<file path="config.mk">
export PLATFORM = sky130hd
export DESIGN_NAME = combined_lcg_shuffle_rng
export DESIGN_NICKNAME = d
export VERILOG_FILES = /design/src/rtl/lcgrng_pkg.sv /design/src/rtl/lcgrng_seq.sv /design/src/rtl/lcgrng_dp.sv /design/src/rtl/combined_lcg_shuffle_rng.sv
export SDC_FILE = /design/constraint.sdc
export NUM_CORES = 2
export LEC_CHECK = 0
export BUFFER_PORTS_ARGS = -buffer_cell sky130_fd_sc_hd__buf_2
export CAP_MARGIN = 20
export CORE_MARGIN = 2
export CORE_UTILIZATION = 48
export DETAILED_ROUTE_END_ITERATION = 10
export HOLD_SLACK_MARGIN = 0.1
export PLACE_DENSITY_LB_ADDON = 0.08
export SYNTH_ARGS = -nofsm -noshare
export SYNTH_HDL_FRONTEND = slang
export SYNTH_SLANG_ARGS = --single-unit
export TNS_END_PERCENT = 20
</file>
<file path="constraint.sdc">
create_clock -name clk -period 9.5 [get_ports clk]
set_input_delay 0.95 -clock clk [delete_from_list [all_inputs] [get_ports clk]]
set_output_delay 0.95 -clock clk [all_outputs]
set_load 0.1 [all_outputs]
</file>
<file path="src/rtl/lcgrng_pkg.sv">
// ----------------------------------------------------------------------------
// lcgrng_pkg
// Shared constants, types and the modular fold for the combined lcg rng.
// ----------------------------------------------------------------------------
`default_nettype none

package lcgrng_pkg;

	// shuffle table
	localparam int TABLE_DEPTH = 32;
	localparam int IDX_W       = $clog2(TABLE_DEPTH);
	localparam int WARMUP      = TABLE_DEPTH + 8;
	localparam int CNT_W       = $clog2(WARMUP);

	// generators: modulus = 2^31 - fold constant
	localparam logic [30:0] MOD_ONE  = 31'd2147483563;
	localparam logic [30:0] MOD_TWO  = 31'd2147483399;
	localparam logic [15:0] MUL_ONE  = 16'd40014;
	localparam logic [15:0] MUL_TWO  = 16'd40692;
	localparam logic [7:0]  FOLD_ONE = 8'd85;
	localparam logic [7:0]  FOLD_TWO = 8'd249;
	localparam logic [30:0] G2_INIT  = 31'd123456789;
	localparam int          PROD_W   = 47;

	// output wrap and bin size
	localparam logic [31:0] SPAN = 32'(MOD_ONE) - 32'd1;
	localparam logic [31:0] BIN  = 32'd1 + SPAN / 32'(TABLE_DEPTH);

	// index by reciprocal multiply, one correction step
	localparam int          QSH   = 40;
	localparam int          QW    = $clog2(TABLE_DEPTH + 1);
	localparam int          QP_W  = QSH + QW;
	localparam logic [63:0] RECIP = (64'd1 << QSH) / 64'(BIN);

	// configuration port
	localparam int          ADDR_W   = 3;
	localparam logic        REG_SEED = 1'b0;

	// datapath controls for one step
	typedef struct packed {
		logic ld_seed;
		logic mul1;
		logic mul2;
		logic red1;
		logic red2;
		logic qmul;
		logic qfix;
		logic rd;
		logic seed_wr;
		logic finish;
	} ctl_t;

	// datapath status back to the sequencer
	typedef struct packed {
		logic pending;
		logic cnt_zero;
		logic out_busy;
	} stat_t;

	// x mod (2^31 - c) for x < 2^47: fold the high part, then one subtract
	function automatic logic [30:0] mod_fold(input logic [PROD_W-1:0] p,
		input logic [7:0] c, input logic [30:0] m);
		logic [31:0] t;
		t = 32'(p[PROD_W-1:31]) * 32'(c) + 32'(p[30:0]);
		if (t >= 32'(m)) begin
			t = t - 32'(m);
		end
		return t[30:0];
	endfunction

endpackage

`default_nettype wire

</file>
<file path="src/rtl/lcgrng_seq.sv">
// ----------------------------------------------------------------------------
// lcgrng_seq
// Microcode sequencer: step counter, control rom and conditional jumps.
// ----------------------------------------------------------------------------
`default_nettype none

module lcgrng_seq (
	input  wire logic               clk,
	input  wire logic               arst_n,
	input  wire logic               in_valid,
	input  wire logic               reseed,
	input  wire lcgrng_pkg::stat_t  stat,
	output logic                    in_ready,
	output lcgrng_pkg::ctl_t        ctl
);

	localparam logic [1:0] C_NEXT   = 2'd0;
	localparam logic [1:0] C_ACCEPT = 2'd1;
	localparam logic [1:0] C_LOOP   = 2'd2;
	localparam logic [1:0] C_OUT    = 2'd3;

	localparam logic [2:0] S_IDLE = 3'd0;
	localparam logic [2:0] S_RS0  = 3'd1;
	localparam logic [2:0] S_RS1  = 3'd2;
	localparam logic [2:0] S_RS2  = 3'd3;
	localparam logic [2:0] S_D0   = 3'd4;
	localparam logic [2:0] S_D1   = 3'd5;
	localparam logic [2:0] S_D2   = 3'd6;
	localparam logic [2:0] S_D3   = 3'd7;

	typedef struct packed {
		lcgrng_pkg::ctl_t ops;
		logic [1:0]       cond;
		logic [2:0]       target;
	} uop_t;

	logic [2:0] pc_q;
	logic [2:0] pc_nxt;
	uop_t       uop;

	// control rom
	always_comb begin
		uop = '0;
		unique case (pc_q)
			S_IDLE: begin
				uop.cond   = C_ACCEPT;
				uop.target = S_D0;
			end
			S_RS0: begin
				uop.ops.ld_seed = 1'b1;
			end
			S_RS1: begin
				uop.ops.mul1 = 1'b1;
			end
			S_RS2: begin
				uop.ops.red1    = 1'b1;
				uop.ops.seed_wr = 1'b1;
				uop.cond        = C_LOOP;
				uop.target      = S_RS1;
			end
			S_D0: begin
				uop.ops.mul1 = 1'b1;
				uop.ops.mul2 = 1'b1;
				uop.ops.qmul = 1'b1;
			end
			S_D1: begin
				uop.ops.red1 = 1'b1;
				uop.ops.red2 = 1'b1;
				uop.ops.qfix = 1'b1;
			end
			S_D2: begin
				uop.ops.rd = 1'b1;
			end
			S_D3: begin
				uop.ops.finish = 1'b1;
				uop.cond       = C_OUT;
				uop.target     = S_IDLE;
			end
			default: uop = '0;
		endcase
	end

	// jump logic
	always_comb begin
		pc_nxt = pc_q + 3'd1;
		unique case (uop.cond)
			C_NEXT: pc_nxt = pc_q + 3'd1;
			C_ACCEPT: begin
				if (!in_valid) begin
					pc_nxt = pc_q;
				end else if (reseed || stat.pending) begin
					pc_nxt = pc_q + 3'd1;
				end else begin
					pc_nxt = uop.target;
				end
			end
			C_LOOP: begin
				if (!stat.cnt_zero) begin
					pc_nxt = uop.target;
				end else begin
					pc_nxt = pc_q + 3'd1;
				end
			end
			C_OUT: begin
				if (stat.out_busy) begin
					pc_nxt = pc_q;
				end else begin
					pc_nxt = uop.target;
				end
			end
			default: pc_nxt = pc_q + 3'd1;
		endcase
	end

	always_ff @(posedge clk or negedge arst_n) begin
		if (!arst_n) begin
			pc_q <= S_IDLE;
		end else begin
			pc_q <= pc_nxt;
		end
	end

	assign in_ready = (uop.cond == C_ACCEPT);

	// the result write waits while the output register is still full
	always_comb begin
		ctl        = uop.ops;
		ctl.finish = uop.ops.finish && !stat.out_busy;
	end

endmodule

`default_nettype wire

</file>
<file path="src/rtl/lcgrng_dp.sv">
// ----------------------------------------------------------------------------
// lcgrng_dp
// Datapath: generator lanes, index unit, shuffle table and output register.
// ----------------------------------------------------------------------------
`default_nettype none

module lcgrng_dp (
	input  wire logic              clk,
	input  wire logic              arst_n,
	input  wire lcgrng_pkg::ctl_t  ctl,
	input  wire logic [30:0]       seed,
	input  wire logic              out_ready,
	output lcgrng_pkg::stat_t      stat,
	output logic                   out_valid,
	output logic [30:0]            sample
);

	logic [30:0] g1_q;
	logic [30:0] g2_q;
	logic [30:0] last_q;
	logic        pending_q;
	logic [lcgrng_pkg::CNT_W-1:0] cnt_q;
	logic [lcgrng_pkg::PROD_W-1:0] p1_q;
	logic [lcgrng_pkg::PROD_W-1:0] p2_q;
	logic [lcgrng_pkg::QP_W-1:0] qp_q;
	logic [lcgrng_pkg::IDX_W-1:0] idx_q;
	logic [30:0] rd_q;
	logic        out_valid_q;
	logic [30:0] sample_q;

	logic [30:0] table_q [lcgrng_pkg::TABLE_DEPTH];

	logic [30:0] r1;
	logic [30:0] r2;
	logic [30:0] seed_m;
	logic [30:0] seed_s;
	logic [lcgrng_pkg::QW-1:0] q0;
	logic [lcgrng_pkg::QW+31:0] next_bound;
	logic [lcgrng_pkg::QW:0] q1;
	logic [lcgrng_pkg::IDX_W-1:0] idx_nxt;
	logic [31:0] diff;
	logic [30:0] result;
	logic        wr_en;
	logic [lcgrng_pkg::IDX_W-1:0] wr_addr;
	logic [30:0] wr_data;

	assign r1 = lcgrng_pkg::mod_fold(p1_q, lcgrng_pkg::FOLD_ONE, lcgrng_pkg::MOD_ONE);
	assign r2 = lcgrng_pkg::mod_fold(p2_q, lcgrng_pkg::FOLD_TWO, lcgrng_pkg::MOD_TWO);

	// seed mod first modulus, zero becomes one
	always_comb begin
		seed_m = (seed >= lcgrng_pkg::MOD_ONE) ? (seed - lcgrng_pkg::MOD_ONE) : seed;
		seed_s = (seed_m == 31'd0) ? 31'd1 : seed_m;
	end

	// quotient estimate is low by at most one
	always_comb begin
		q0 = qp_q[lcgrng_pkg::QSH +: lcgrng_pkg::QW];
		next_bound = ((lcgrng_pkg::QW+32)'(q0) + (lcgrng_pkg::QW+32)'(1))
			* (lcgrng_pkg::QW+32)'(lcgrng_pkg::BIN);
		q1 = (lcgrng_pkg::QW+1)'(q0);
		if ((lcgrng_pkg::QW+32)'(last_q) >= next_bound) begin
			q1 = q1 + (lcgrng_pkg::QW+1)'(1);
		end
		if (q1 >= (lcgrng_pkg::QW+1)'(lcgrng_pkg::TABLE_DEPTH)) begin
			idx_nxt = lcgrng_pkg::IDX_W'(lcgrng_pkg::TABLE_DEPTH - 1);
		end else begin
			idx_nxt = q1[lcgrng_pkg::IDX_W-1:0];
		end
	end

	// entry minus second generator, wrapped
	always_comb begin
		diff = 32'(rd_q) - 32'(g2_q);
		if (rd_q <= g2_q) begin
			diff = diff + lcgrng_pkg::SPAN;
		end
		result = diff[30:0];
	end

	// one table write port shared by warm-up fill and draws
	always_comb begin
		wr_en   = 1'b0;
		wr_addr = idx_q;
		wr_data = g1_q;
		if (ctl.finish) begin
			wr_en = 1'b1;
		end else if (ctl.seed_wr &&
			(cnt_q < lcgrng_pkg::CNT_W'(lcgrng_pkg::TABLE_DEPTH))) begin
			wr_en   = 1'b1;
			wr_addr = cnt_q[lcgrng_pkg::IDX_W-1:0];
			wr_data = r1;
		end
	end

	always_ff @(posedge clk) begin
		if (wr_en) begin
			table_q[wr_addr] <= wr_data;
		end
		if (ctl.rd) begin
			rd_q <= table_q[idx_q];
		end
	end

	// payload registers
	always_ff @(posedge clk) begin
		if (ctl.mul1) begin
			p1_q <= lcgrng_pkg::PROD_W'(g1_q) * lcgrng_pkg::PROD_W'(lcgrng_pkg::MUL_ONE);
		end
		if (ctl.mul2) begin
			p2_q <= lcgrng_pkg::PROD_W'(g2_q) * lcgrng_pkg::PROD_W'(lcgrng_pkg::MUL_TWO);
		end
		if (ctl.qmul) begin
			qp_q <= lcgrng_pkg::QP_W'(last_q) * lcgrng_pkg::QP_W'(lcgrng_pkg::RECIP);
		end
		if (ctl.qfix) begin
			idx_q <= idx_nxt;
		end
		if (ctl.finish) begin
			sample_q <= result;
		end
	end

	// generator state and control
	always_ff @(posedge clk or negedge arst_n) begin
		if (!arst_n) begin
			g1_q        <= 31'd0;
			g2_q        <= lcgrng_pkg::G2_INIT;
			last_q      <= 31'd0;
			pending_q   <= 1'b1;
			cnt_q       <= '0;
			out_valid_q <= 1'b0;
		end else begin
			if (ctl.ld_seed) begin
				g1_q  <= seed_s;
				g2_q  <= seed_s;
				cnt_q <= lcgrng_pkg::CNT_W'(lcgrng_pkg::WARMUP - 1);
			end
			if (ctl.red1) begin
				g1_q <= r1;
			end
			if (ctl.red2) begin
				g2_q <= r2;
			end
			if (ctl.seed_wr) begin
				if (cnt_q == '0) begin
					last_q    <= r1;
					pending_q <= 1'b0;
				end else begin
					cnt_q <= cnt_q - lcgrng_pkg::CNT_W'(1);
				end
			end
			if (ctl.finish) begin
				last_q      <= result;
				out_valid_q <= 1'b1;
			end else if (out_ready) begin
				out_valid_q <= 1'b0;
			end
		end
	end

	assign stat.pending  = pending_q;
	assign stat.cnt_zero = (cnt_q == '0);
	assign stat.out_busy = out_valid_q && !out_ready;
	assign out_valid     = out_valid_q;
	assign sample        = sample_q;

endmodule

`default_nettype wire

</file>
<file path="src/rtl/combined_lcg_shuffle_rng.sv">
// ----------------------------------------------------------------------------
// combined_lcg_shuffle_rng
// Combined two-generator lcg with a shuffle table, one 31-bit sample a word.
// a plain draw runs the idle step plus four draw steps (multiply, reduce, table
//   read, result write, which waits while the output is busy); no new request
//   is taken until the result write; a reseed (flag set, or first draw after
//   reset) adds the seed load and 40 multiply/fold pairs of the first generator lane
// reset clears the sequencer and marks a seed pending; the table is not cleared
// ----------------------------------------------------------------------------
`default_nettype none

module combined_lcg_shuffle_rng (
	input  wire logic                          clk,
	input  wire logic                          arst_n,
	// apb configuration
	input  wire logic                          psel,
	input  wire logic                          penable,
	input  wire logic                          pwrite,
	input  wire logic [lcgrng_pkg::ADDR_W-1:0] paddr,
	input  wire logic [31:0]                   pwdata,
	output logic [31:0]                        prdata,
	output logic                               pready,
	// request words
	input  wire logic                          in_valid,
	output logic                               in_ready,
	input  wire logic                          reseed,
	// sample words
	output logic                               out_valid,
	input  wire logic                          out_ready,
	output logic [30:0]                        sample
);

	logic [30:0]       seed_q;
	logic              wr_fire;
	lcgrng_pkg::ctl_t  ctl;
	lcgrng_pkg::stat_t stat;

	// apb: always ready, write lands on the access phase
	assign pready  = 1'b1;
	assign wr_fire = psel && penable && pwrite && pready;

	always_ff @(posedge clk or negedge arst_n) begin
		if (!arst_n) begin
			seed_q <= 31'd0;
		end else if (wr_fire && (paddr[2] == lcgrng_pkg::REG_SEED)) begin
			seed_q <= pwdata[30:0];
		end
	end

	// read back the seed wherever paddr[2] is clear; addresses with paddr[2] set read zero
	always_comb begin
		prdata = 32'd0;
		if (paddr[2] == lcgrng_pkg::REG_SEED) begin
			prdata = {1'b0, seed_q};
		end
	end

	// sequencer walks the rom, datapath does the arithmetic
	lcgrng_seq u_seq (
		.clk      (clk),
		.arst_n   (arst_n),
		.in_valid (in_valid),
		.reseed   (reseed),
		.stat     (stat),
		.in_ready (in_ready),
		.ctl      (ctl)
	);

	lcgrng_dp u_dp (
		.clk       (clk),
		.arst_n    (arst_n),
		.ctl       (ctl),
		.seed      (seed_q),
		.out_ready (out_ready),
		.stat      (stat),
		.out_valid (out_valid),
		.sample    (sample)
	);

endmodule

`default_nettype wire
</file>
==> run_results.csv <==
group,metric,value,unit
run_status,outcome,"complete, no violations",
detailed_routing,vias,46290,
clock_network,postCtsHoldBufs,0,
finish,multi_input_area,36030,um^2
clock_network,cts_tree,"done",
timing,timing.final.crit_period,7780,ps
clock_network,cts_inserted_buffers,141,
detailed_routing,firstDrtPassIters,6,
timing,finalCritPeriodShare,0.8189,
timing,finalSetupViolations,0,
critical_path,reg2reg_depth,19,
finish,drive_above_1_share,0.1635,
grt,gr-total-overflow,0,
detailed_routing,wl_per_cell,27.47,um
placement,dp_hpwl,144200,um
detailed_routing,drc_errors,0,
clock_network,clk_path_buf_depth,3,
synth,synth-edff-count,1155,
floorplan,boundaryPins,109,
synth,synth.yosys.seq_area_share,0.4953,
floorplan,rows,146,
timing,timing.slew.headroom,0.2392,
grt,grt_antenna_before_repair,2,
clock_network,ctsResizeCount,0,
synth,syn_area_per_cell,14.26,um^2
clock_network,clk_pin_slew,60,ps
critical_path,path_class,"flip-flop to flip-flop",
critical_path,r2r-start,"u_dp.p1_q[38]",
clock_network,cts_num_sinks,1290,
floorplan,die_h,404.2,um
placement,dp_cells,7509,
placement,dpl-instance-area,80620,um^2
detailed_routing,detail-route-antenna-nets,0,
critical_path,end_kind,"flip-flop",
timing,drv_slew,0,
synth,synth_warnings,0,
synth,ys_seq_elements,1290,
floorplan,fp.coreArea,158700,um^2
timing,hold_viol,0,
critical_path,worstPathRequired,9970,ps
finish,final_cell_area,85430,um^2
finish,mostFrequentLayoutCells,"1155 x edfxtp_1, 657 x inv_1, 552 x ha_1, 465 x fa_1, 310 x mux4_2",
timing,rsz0062_at_grt,"false",
finish,fillCellCount,13100,
critical_path,crit_path_max_fanout,32,
synth,synth_cell_types,102,
floorplan,die_area,163400,um^2
clock_network,clock_latency,810,ps
clock_network,htree_levels,4,
worst_hold_path,hold_path_class,"primary input to asynchronous set/reset pin",
synth,ys.flop_type,"edfxtp_1",
critical_path,r2r-end,"u_dp.table_q[3][15]",
synth,synth_nets,6451,
detailed_routing,vias_per_cell,5.953,
finish,seq_area,38080,um^2
grt,grt_pass1_vias,46580,
finish,layoutNonFillerInstCount,7776,
synth,syn-cell-area,76890,um^2
run,cap_violations,0,
critical_path,r2r_slack,1720,ps
finish,nets,6649,
critical_path,critical_path.startpoint,"u_dp.p1_q[38]",
grt,grt_pass1_wl,314100,um
detailed_routing,wl,213600,um
floorplan,die_width,404.2,um
detailed_routing,drt_iter0_markers,4372,
placement,io_buffer_count,103,
finish,syn2layout_area_growth,11.11,%
floorplan,initial_core_util,0.4844,
synth,synthArstFlopShare,0.1047,
timing,finalSetupTns,0,ps
finish,final_common_cell,"edfxtp_1",
grt,grt_max_degree,133,
synth,netlist_instances,5391,
timing,clock_skew,56.05,ps
timing,max_clock_freq,0.1285,GHz
placement,gp_congestion,0.9156,
grt,grt_usage,0.2654,
clock_network,post_cts_buffers,0,
clock_network,root_buffer,"clkbuf_16",
critical_path,cp.arrival,8250,ps
timing,worstMarginPinSlew,1138,ps
critical_path,crit_path_start_kind,"flip-flop",
-- stage by stage --
stage | setup slack (ps) | utilization | hold WS (ps)
final | 1720 | 0.5382 | 161.4
after global routing | 1451 | 0.5381 | 178.6
after detailed placement | 1666 | 0.5078 | 494.9
after floorplan | 2347 | - | 452.9
after CTS | 1583 | 0.5370 | 132.0
after global placement | 1658 | 0.5074 | 492.0
-- flip-flops by register name, indices dropped and copies added (netlist names) --
name	count
u_dp.g1_q	31
u_dp.g2_q	31
seed_q	31
u_dp.idx_q	5
u_dp.cnt_q	6
u_dp.rd_q	31
u_dp.p2_q	45
u_dp.p1_q	46
u_dp.out_valid	1
u_dp.pending_q	1
u_dp.qp_q	5
u_dp.sample	31
u_seq.pc_q	3
u_dp.last_q	31
u_dp.table_q	992
-- synth_stat cells (18+ instances only) --
library cell,instances,area share
a211oi_1,28,0.0027
a21o_1,117,0.011
a21oi_1,209,0.014
a22oi_1,36,0.0035
a31oi_1,23,0.0019
and2_1,23,0.0019
and3_1,26,0.0021
buf_1,32,0.0016
clkbuf_1,116,0.0057
dfrtp_1,118,0.038
edfxtp_1,1155,0.45
fa_1,465,0.12
ha_1,552,0.090
inv_1,658,0.032
mux2_2,70,0.010
mux4_2,310,0.091
nand2_1,195,0.0095
nand2b_1,34,0.0028
nand3_1,62,0.0040
nand4_1,38,0.0031
nor2_1,200,0.0098
nor2b_1,55,0.0045
nor3_1,38,0.0025
o211ai_1,26,0.0025
o21a_1,36,0.0035
o21ai_0,202,0.013
o21bai_1,27,0.0026
or3_1,18,0.0015
xnor2_1,142,0.016
xor2_1,79,0.0090
-- area by class of cell --
type                       instances  share of cell area
antenna                            2          0.00005858
clock buffer                     179             0.04357
clock inverter                    77             0.01071
inverter                         658             0.02891
multi-input combinational       3274              0.4218
sequential                      1290              0.4458
tap                             2072             0.03035
timing repair buffer             224             0.01888
-- how the worst max path moves through the flow --
stage               cells past startpoint              endpoint
floorplan                              20   u_dp.table_q[0][20]
global placement                       19    u_dp.table_q[0][9]
detailed placement                     18  u_dp.table_q[15][14]
global route                           19   u_dp.table_q[4][15]
finish                                 19   u_dp.table_q[3][15]
CTS                                    18   u_dp.table_q[2][14]
-- cell families after synthesis --
logic type / synth area share
other: 0.00009767
adders and majority gates: 0.2109
xor gates and xnor gates: 0.02538
and+or+nand+nor: 0.05113
muxes: 0.1031
AOI/OAI and AO/OA: 0.07295
DFF: 0.4953
buffers and inverters: 0.04115
-- metal layers --
metal	vias to the layer above	wire length (um)	GRT usage
met1	24180	95810	0.3954
met4	0	5730	0.07090
met2	1541	96840	0.4041
li1	20260	-	-
met5	-	0	0
met3	306	15230	0.04564
-- worst max-delay path, cell delays in order (launching register included) --
cell and delay (ps):
edfxtp_1 490, ha_1 320, inv_1 50, fa_1 500, inv_1 60, fa_1 530, fa_1 510, ha_1 410
a21o_1 210, a211o_1 310, a211oi_1 510, o31ai_1 260, nor4b_1 320, a311oi_1 210, nor3_1 520, and4b_1 740
o211ai_1 190, xnor2_1 890, o21ai_2 70, buf_4 260
Power is left out: the tool's default activity adds up to more than one toggle a clock period on the data nets, which glitch-free logic cannot reach.
